<file path="src/design/sal_pkg.sv">
package sal_pkg;

    // list geometry
    localparam int CAPACITY = 16;
    localparam int IDX_W    = 4;
    localparam int CNT_W    = 5;
    localparam int VAL_W    = 32;

    // command codes
    typedef enum logic [2:0] {
        CMD_APPEND       = 3'd0,
        CMD_INSERT_AT    = 3'd1,
        CMD_INSERT_AFTER = 3'd2,
        CMD_REMOVE       = 3'd3,
        CMD_READ         = 3'd4
    } cmd_code_t;

    // status codes
    typedef enum logic [1:0] {
        STAT_OK       = 2'd0,
        STAT_NO_INDEX = 2'd1,
        STAT_FULL     = 2'd2
    } status_t;

    // controller states
    typedef enum logic {
        S_IDLE = 1'b0,
        S_EXEC = 1'b1
    } state_t;

    // request transaction
    typedef struct packed {
        logic [2:0]              command;
        logic signed [VAL_W-1:0] value;
        logic [IDX_W-1:0]        index;
    } sal_req_t;

    // response transaction
    typedef struct packed {
        logic [1:0]              status;
        logic signed [VAL_W-1:0] data;
        logic [CNT_W-1:0]        count;
    } sal_rsp_t;

    // controller commands to the datapath
    typedef struct packed {
        logic load;
        logic exec;
    } sal_ctl_t;

endpackage

</file>
<file path="src/design/sal_ctrl.sv">
module sal_ctrl
    import sal_pkg::*;
(
    input  logic     clk,
    input  logic     rst_n,
    input  logic     cmd_valid,
    output logic     cmd_ready,
    output logic     rsp_valid,
    input  logic     rsp_ready,
    output sal_ctl_t ctl
);

    state_t state_reg;
    state_t state_next;
    logic   rsp_valid_reg;
    logic   rsp_valid_next;
    logic   slot_free;

    assign slot_free = !rsp_valid_reg || rsp_ready;

    // next state
    always_comb
    begin
        state_next = state_reg;
        unique case (state_reg)
            S_IDLE:
            begin
                if (cmd_valid)
                begin
                    state_next = S_EXEC;
                end
            end
            S_EXEC:
            begin
                if (slot_free)
                begin
                    state_next = S_IDLE;
                end
            end
            default:
            begin
                state_next = S_IDLE;
            end
        endcase
    end

    // outputs
    always_comb
    begin
        cmd_ready = 1'b0;
        ctl.load  = 1'b0;
        ctl.exec  = 1'b0;
        unique case (state_reg)
            S_IDLE:
            begin
                cmd_ready = 1'b1;
                ctl.load  = cmd_valid;
            end
            S_EXEC:
            begin
                ctl.exec = slot_free;
            end
            default:
            begin
                cmd_ready = 1'b0;
            end
        endcase
    end

    // response valid flag
    always_comb
    begin
        rsp_valid_next = rsp_valid_reg;
        if (ctl.exec)
        begin
            rsp_valid_next = 1'b1;
        end
        else if (rsp_ready)
        begin
            rsp_valid_next = 1'b0;
        end
    end

    always_ff @(posedge clk or negedge rst_n)
    begin
        if (!rst_n)
        begin
            state_reg     <= S_IDLE;
            rsp_valid_reg <= 1'b0;
        end
        else
        begin
            state_reg     <= state_next;
            rsp_valid_reg <= rsp_valid_next;
        end
    end

    assign rsp_valid = rsp_valid_reg;

    // a finished command always leaves a response waiting
    a_exec_gives_rsp: assert property (@(posedge clk) disable iff (!rst_n)
        ctl.exec |=> rsp_valid)
        else $error("executed command produced no response");

    // a response is never overwritten before it is taken
    a_no_overwrite: assert property (@(posedge clk) disable iff (!rst_n)
        (ctl.exec && rsp_valid) |-> rsp_ready)
        else $error("pending response overwritten");

    // a loaded transaction is executed before the next one is taken
    a_one_at_a_time: assert property (@(posedge clk) disable iff (!rst_n)
        ctl.load |=> !cmd_ready)
        else $error("new transaction accepted before execution");

endmodule

</file>
<file path="src/design/sal_datapath.sv">
module sal_datapath
    import sal_pkg::*;
(
    input  logic     clk,
    input  logic     rst_n,
    input  sal_ctl_t ctl,
    input  sal_req_t req,
    output sal_rsp_t rsp
);

    // latched request
    logic [2:0]       cmd_reg;
    logic [VAL_W-1:0] val_reg;
    logic [IDX_W-1:0] idx_reg;

    // list storage and fill count
    logic [VAL_W-1:0] cells_reg  [CAPACITY];
    logic [VAL_W-1:0] cells_next [CAPACITY];
    logic [CNT_W-1:0] fill_reg;
    logic [CNT_W-1:0] fill_next;
    sal_rsp_t         rsp_reg;
    sal_rsp_t         rsp_next;

    logic             idx_ok;
    logic             full;
    logic             do_ins;
    logic             do_rem;
    logic [CNT_W-1:0] pos;
    logic [CNT_W-1:0] idx_ext;
    logic [VAL_W-1:0] rd_data;

    assign idx_ext = {1'b0, idx_reg};
    assign idx_ok  = idx_ext < fill_reg;
    assign full    = fill_reg == CNT_W'(CAPACITY);
    assign rd_data = cells_reg[idx_reg];

    // command decode and response
    always_comb
    begin
        do_ins            = 1'b0;
        do_rem            = 1'b0;
        pos               = fill_reg;
        fill_next         = fill_reg;
        rsp_next.status   = STAT_OK;
        rsp_next.data     = '0;
        unique case (cmd_reg)
            CMD_APPEND:
            begin
                if (full)
                begin
                    rsp_next.status = STAT_FULL;
                end
                else
                begin
                    do_ins = 1'b1;
                    pos    = fill_reg;
                end
            end
            CMD_INSERT_AT, CMD_INSERT_AFTER:
            begin
                if (!idx_ok)
                begin
                    rsp_next.status = STAT_NO_INDEX;
                end
                else if (full)
                begin
                    rsp_next.status = STAT_FULL;
                end
                else
                begin
                    do_ins = 1'b1;
                    pos    = (cmd_reg == CMD_INSERT_AT) ? idx_ext : idx_ext + CNT_W'(1);
                end
            end
            CMD_REMOVE:
            begin
                if (!idx_ok)
                begin
                    rsp_next.status = STAT_NO_INDEX;
                end
                else
                begin
                    do_rem        = 1'b1;
                    rsp_next.data = rd_data;
                end
            end
            CMD_READ:
            begin
                if (!idx_ok)
                begin
                    rsp_next.status = STAT_NO_INDEX;
                end
                else
                begin
                    rsp_next.data = rd_data;
                end
            end
            default:
            begin
                rsp_next.status = STAT_OK;
            end
        endcase
        if (do_ins)
        begin
            fill_next = fill_reg + CNT_W'(1);
        end
        else if (do_rem)
        begin
            fill_next = fill_reg - CNT_W'(1);
        end
        rsp_next.count = fill_next;
    end

    // row of cells shifting up on insert, down on remove
    for (genvar i = 0; i < CAPACITY; i++)
    begin : g_cell
        logic [VAL_W-1:0] below;
        logic [VAL_W-1:0] above;
        if (i == 0)
        begin : g_first
            assign below = cells_reg[i];
        end
        else
        begin : g_rest
            assign below = cells_reg[i-1];
        end
        if (i == CAPACITY - 1)
        begin : g_last
            assign above = cells_reg[i];
        end
        else
        begin : g_mid
            assign above = cells_reg[i+1];
        end

        always_comb
        begin
            cells_next[i] = cells_reg[i];
            if (do_ins)
            begin
                if (CNT_W'(i) == pos)
                begin
                    cells_next[i] = val_reg;
                end
                else if (CNT_W'(i) > pos)
                begin
                    cells_next[i] = below;
                end
            end
            else if (do_rem && (CNT_W'(i) >= idx_ext))
            begin
                cells_next[i] = above;
            end
        end
    end

    // payload registers
    always_ff @(posedge clk)
    begin
        if (ctl.load)
        begin
            cmd_reg <= req.command;
            val_reg <= req.value;
            idx_reg <= req.index;
        end
        if (ctl.exec)
        begin
            rsp_reg <= rsp_next;
            for (int j = 0; j < CAPACITY; j++)
            begin
                cells_reg[j] <= cells_next[j];
            end
        end
    end

    // fill count
    always_ff @(posedge clk or negedge rst_n)
    begin
        if (!rst_n)
        begin
            fill_reg <= '0;
        end
        else if (ctl.exec)
        begin
            fill_reg <= fill_next;
        end
    end

    assign rsp = rsp_reg;

    // fill count stays within capacity
    a_fill_range: assert property (@(posedge clk) disable iff (!rst_n)
        fill_reg <= CNT_W'(CAPACITY))
        else $error("fill count beyond capacity");

    // one command moves the fill count by at most one
    a_fill_step: assert property (@(posedge clk) disable iff (!rst_n)
        ctl.exec |=> (fill_reg == $past(fill_reg))
                  || (fill_reg == $past(fill_reg) + CNT_W'(1))
                  || (fill_reg + CNT_W'(1) == $past(fill_reg)))
        else $error("fill count jumped");

    // reported count matches the stored fill count
    a_count_match: assert property (@(posedge clk) disable iff (!rst_n)
        ctl.exec |=> rsp.count == fill_reg)
        else $error("response count differs from fill count");

endmodule

</file>
<file path="src/design/sequential_array_list_core.sv">
// a command is accepted and latched by the load step of the controller in S_IDLE, and is
// executed in S_EXEC, where its response is registered; a new command is not taken until
// the last one has executed, and a response left waiting stalls execution until it is taken
// reset: rst_n clears the controller and the fill count, list cells are left unknown
module sequential_array_list_core
    import sal_pkg::*;
(
    input  logic     clk,
    input  logic     rst_n,
    input  logic     cmd_valid,
    output logic     cmd_ready,
    input  sal_req_t cmd,
    output logic     rsp_valid,
    input  logic     rsp_ready,
    output sal_rsp_t rsp
);

    sal_ctl_t ctl;

    // controller
    sal_ctrl u_ctrl (
        .clk       (clk),
        .rst_n     (rst_n),
        .cmd_valid (cmd_valid),
        .cmd_ready (cmd_ready),
        .rsp_valid (rsp_valid),
        .rsp_ready (rsp_ready),
        .ctl       (ctl)
    );

    // list datapath
    sal_datapath u_datapath (
        .clk   (clk),
        .rst_n (rst_n),
        .ctl   (ctl),
        .req   (cmd),
        .rsp   (rsp)
    );

endmodule
</file>
<file path="config.mk">
export PLATFORM = sky130hd
export DESIGN_NAME = sequential_array_list_core
export DESIGN_NICKNAME = d
export VERILOG_FILES = /design/src/design/sal_pkg.sv /design/src/design/sal_ctrl.sv /design/src/design/sal_datapath.sv /design/src/design/sequential_array_list_core.sv
export SDC_FILE = /design/constraint.sdc
export NUM_CORES = 2
export LEC_CHECK = 0
export ABC_AREA = 0
export CORE_MARGIN = 2
export CORE_UTILIZATION = 65
export DETAILED_ROUTE_END_ITERATION = 10
export DONT_BUFFER_PORTS = 1
export PLACE_DENSITY = 0.89
export SLEW_MARGIN = 20
export SYNTH_ARGS = -nofsm -noshare
export SYNTH_HDL_FRONTEND = slang
export SYNTH_SLANG_ARGS = --single-unit
</file>
<file path="constraint.sdc">
create_clock -name clk -period 7 [get_ports clk]
set_input_delay 0.35 -clock clk [delete_from_list [all_inputs] [get_ports clk]]
set_output_delay 0.35 -clock clk [all_outputs]
set_load 0.05 [all_outputs]
</file>
==> Yosys cells after proc, flatten, opt, wreduce, memory -nomap -nowiden <==
Memories as Yosys holds them, arrays and structs flattened. A register that Yosys moved wholly into a read port is not among the register bits.
Index checks and enable logic that the tools add are counted.
{ "totals": {"register_bits": 53, "memories": 1, "inputBits": 43, "mem_bits_rw": 512} }
{ "memory_table": {"columns": ["memory", "depth", "width", "read_ports", "rd_ports_with_merged_regs", "wr", "line", "source"], "rows": [
  ["u_datapath.cells_reg", 16, 32, 17, 1, 16, "sal_datapath.sv:17", "logic [VAL_W-1:0] cells_reg [CAPACITY];"]
]} }
{ "op_classes": {"n_reduce_logical": 24, "bitwise": 1, "n_mux": 87, "addsub": 3, "n_eq_ne": 20, "magnitude_cmp": 31} }
{ "ops": {"columns": ["cell", "count"], "rows": [
  ["two-way mux 32 bit", 62],
  ["equality test 4 x 5 -> 1 bit (first input constant)", 8],
  ["> comparator 4 x 5 -> 1 bit (first input constant)", 8],
  ["two-way mux 5 bit", 6],
  [">= comparator 4 bit (first input constant)", 7],
  ["equality test 3 x 5 -> 1 bit (first input constant)", 4],
  ["> comparator 3 x 5 -> 1 bit (first input constant)", 4],
  [">= comparator 3 x 4 -> 1 bit (first input constant)", 4],
  ["logical AND 1 bit", 15],
  ["two-way mux 1 bit", 14],
  ["equality test 2 x 5 -> 1 bit (first input constant)", 2],
  ["> comparator 2 x 5 -> 1 bit (first input constant)", 2],
  [">= comparator 1 x 4 -> 1 bit (first input constant)", 2],
  [">= comparator 2 x 4 -> 1 bit (first input constant)", 2],
  ["equality test 3 x 2 -> 1 bit (second input constant)", 2],
  ["one-hot mux 2 bit (3 select lines)", 1],
  ["adder 4 x 1 -> 5 bit (second input constant)", 1],
  ["adder 5 x 1 -> 5 bit (second input constant)", 1],
  ["equality test 1 x 5 -> 1 bit (first input constant)", 1],
  ["equality test 5 bit (second input constant)", 1],
  ["> comparator 1 x 5 -> 1 bit (first input constant)", 1],
  ["logical NOT 5 bit", 1],
  ["< comparator 4 x 5 -> 1 bit", 1],
  ["subtractor 5 x 1 -> 5 bit (second input constant)", 1],
  ["11 further kinds", 15]
]} }

==> Longest topological paths before layout <==
{ "depth": {"ltp_word": 9, "mapped_depth": 14} }

==> Cells and area by module <==
A second synthesis with hierarchy kept.
{ "hier_totals": {"hier_cells": 3145, "area_unflattened_um2": 33131.8} }
{ "by_module_without_submodules": {"columns": ["module", "seq_area_each_um2", "n_inst", "area_each_um2", "cells_per_inst"], "rows": [
  ["sal_datapath", 17842.1, 1, 33030.4, 3136],
  ["sal_ctrl", 50.0, 1, 101.3, 9]
]} }

==> Least setup slack after synthesis <==
Ideal clock, no wire load.
{ "synth_path": {"kind": "reg2reg", "startpoint": "reg, netlist name u_datapath.idx_reg[0]", "endpoint": "mem u_datapath.cells_reg[10][0], enable pin", "slack_ns": 1.040, "path_stages_with_launch": 12, "arrival_time_ns": 5.490, "setup_ns": 0.470, "required_ns": 6.530, "path_buffers": 3, "cell_sequence": "edfxtp_1 > clkbuf_1 > buf_1 > buf_2 > inv_1 > ha_1 > mux2i_1 > nor3_1 > o21ai_2 > a211oi_2 > o21ai_0 > a211oi_1"} }
{ "synth_rtl": {"columns": ["element", "line"], "rows": [
  ["end, declared", "sal_datapath.sv:17"]
]} }

==> metrics <==
status=finished, final reports clean; Synth async-reset ratio=0.0117; Final Util=0.718; unique cell type count in the Yosys netlist=between 60 and 70; Pleak=11.9 nW; total of max-cap violations=0; slowest CP cell=buf_4; share of cells above drive strength 1=0.133; initial antenna violation count=3; crit-path max FO=63; vias=between 20,000 and 30,000; H-tree Lvls=2; power per cell area=408 nW/um^2; row cnt=82; die height=230 um; Post-Route WL=109,000 um; Rel. slew slack=0.192; filler cell count in the final layout=3,108; core box area=50,300 um^2; min Tclk post-route=5.42 ns; I/O Buffers=0; CTS tree=built; startpoint class of the critical path=flip-flop; gr busiest metal=met2; width of the die=~230 um; Worst-Margin Slew=1.21 ns; largest net degree at the start of global routing=203; RSZ-0062 raised after global routing=no; Setup WS post-layout=between 1.5 and 2 ns; VDD IR max=between 0.0003 and 0.0004 V; kind of end point of the critical path=flip-flop; antenna viol nets, final=0; Synth Instances=~2,900; drc violations=0; vias in the first global route=27,900; DIE AREA=about 53,000 um^2; GR met2 Demand/Resource=0.612; # IOs=84; Required @ worst endpoint=7.31 ns; cell taking the most area after synthesis=edfxtp_1; mean routed wirelength per cell=31.4 um; # Post-CTS Setup Buffers=0; CTS Buf Count=59; CP top delay family=buffers and inverters; Data arrival, critical path=5.73 ns; n_diodes=0; CP peak stage delay=~0.96 ns; Avg Cell Area, Syn=approximately 11 um^2; crit path buf inv count=3; GRT Resource Usage Total=0.411; DP Wirelength=60,900 um; latest clock arrival within the worst-skew pair=0.67 ns; syn nets=2,947; clk slew on worst S/H paths=0.07 ns; grt ovf=0; Ys Warns=0; max reg flops=between 500 and 600; Final GP Congestion=between 0.8 and 0.9; Vias/cell=8.08; Pre-antenna DRT Iters=10; Post-synth EDFFs=590; fmax=184 MHz; drt initial violations=between 6,000 and 7,000; clk buf depth=3; CP Class=flip-flop to flip-flop; CP cell instances=buf_4 -> mux2i_1 -> nor3_1 -> o21ai_2 -> a211oi_2 -> buf_4 -> o211ai_1 -> a21oi_4 -> buf_4; Hold WC Path Type=input port to asynchronous set/reset pin; area of the mapped netlist=33,100 um^2; top cells by area, synth=edfxtp_1, nand2_1, mux4_2; Clock Tree Root=clkbuf_16; global routing usage on met1=0.518; Tot Pwr=14.7 mW; post-synthesis sequential area ratio=0.540; final setup fails=0; Max Slew Vio Count=0; setup TNS=0 ns; Final period util=0.775; Final nets=2,816; clk sink count=just under 600; initial core utilization=0.659; #FFs+latches synth=597; hold_ws=0.0502 ns; most frequent CP cell=buf_4; area grow syn2layout=9.02%; Place WS=1.88 ns; first-pass GRT wire length=165,000 um; Primary FF master, synth=edfxtp_1; clk_skew=0.0329 ns; M3 GR Usage=0.140; Hold Vio Cnt, Final=0; share of the synthesized area in the top cell type=0.535
power by group:
group	internal, mW	switching [mW]	leakage [nW]
Sequential	5.05	0.853	5.50
Clock	1.86	1.46	0.942
Combinational	1.74	3.78	5.49
layer usage:
layer / wire [um] / share of wire
met4: 7920 / 0.072
met2: 48700 / 0.45
met1: 33800 / 0.31
met5: 39 / 0.00036
met3: 19000 / 0.17
stage by stage:
stage          cell area [um^2]  instances
4_1_cts                   35900       3478
2_1_floorplan             33100       2895
3_5_place_dp              33600       3326
3_3_place_gp              33500       3324
6_report                  36100       3485
5_1_grt                   36100       3485
logic make-up after synthesis:
group / after synthesis / synth area share
AND/OR/NAND/NOR: 1224 / 0.149
flip-flops: 597 / 0.540
AO/OA/AOI/OAI: 551 / 0.144
buffers and inverters: 306 / 0.0382
multiplexers: 197 / 0.121
XOR/XNOR: 11 / 0.00291
adder cells (fa/ha/maj): 9 / 0.00340
repair_timing:
item	in CTS	in global routing
resized for setup	0	0
endpoints found under the hold margin	48	0
hold buffers	42	0
layout by cell type (no fill, tap or decap), types with 11 or more instances in the layout:
| master | n |
|---|---|
| edfxtp_1 | 590 |
| nor2_1 | 62 |
| buf_4 | 45 |
| clkbuf_16 | 60 |
| a21o_1 | 22 |
| o211ai_1 | 16 |
| clkbuf_1 | 13 |
| a221o_1 | 49 |
| nand2_1 | 991 |
| o221ai_1 | 385 |
| mux4_2 | 160 |
| and2_1 | 21 |
| a21oi_1 | 16 |
| clkinv_1 | 15 |
| nand3_1 | 71 |
| mux2_1 | 13 |
| buf_12 | 11 |
| nor2_4 | 12 |
| mux2_2 | 20 |
| nor2b_1 | 36 |
| dlygate4sd3_1 | 42 |
final cells by class:
cell class	count	area (um^2)	share of cell area
inverter	10	37.5	0.00104
tap	672	841	0.0233
clock inverter	37	399	0.0111
clock buffer	73	1550	0.0429
multi-input combinational	1992	14300	0.396
timing repair buffer	104	1090	0.0301
sequential	597	17900	0.496
cell usage after synthesis (all sizes together), types with 16 or more instances:
cell type    n
and2        21
a21o        22
a21oi       19
nor2b       37
o221ai     385
a221o       50
edfxtp     590
buf        132
nand3       73
nand2      991
clkbuf     164
mux4       160
o211ai      16
nor2        74
mux2        33
path summary, 6_finish.rpt:
kind / startpoint / to / slack (ns) / cells past startpoint
max in group asynchronous: rst_n / u_ctrl.rsp_valid / 6.68 / 1
max: u_datapath.idx_reg[1] / u_datapath.cells_reg[2][0] / 1.58 / 9
min: rst_n / u_datapath.fill_reg[0] / 0.05 / 1
min reg2reg: u_datapath.val_reg[6] / u_datapath.cells_reg[15][6] / 0.57 / 1
max reg2reg: u_datapath.idx_reg[1] / u_datapath.cells_reg[2][0] / 1.58 / 9
min in group clk: cmd_valid / u_datapath.cmd_reg[2] / 0.32 / 2
(Power assumes the default switching activity.)
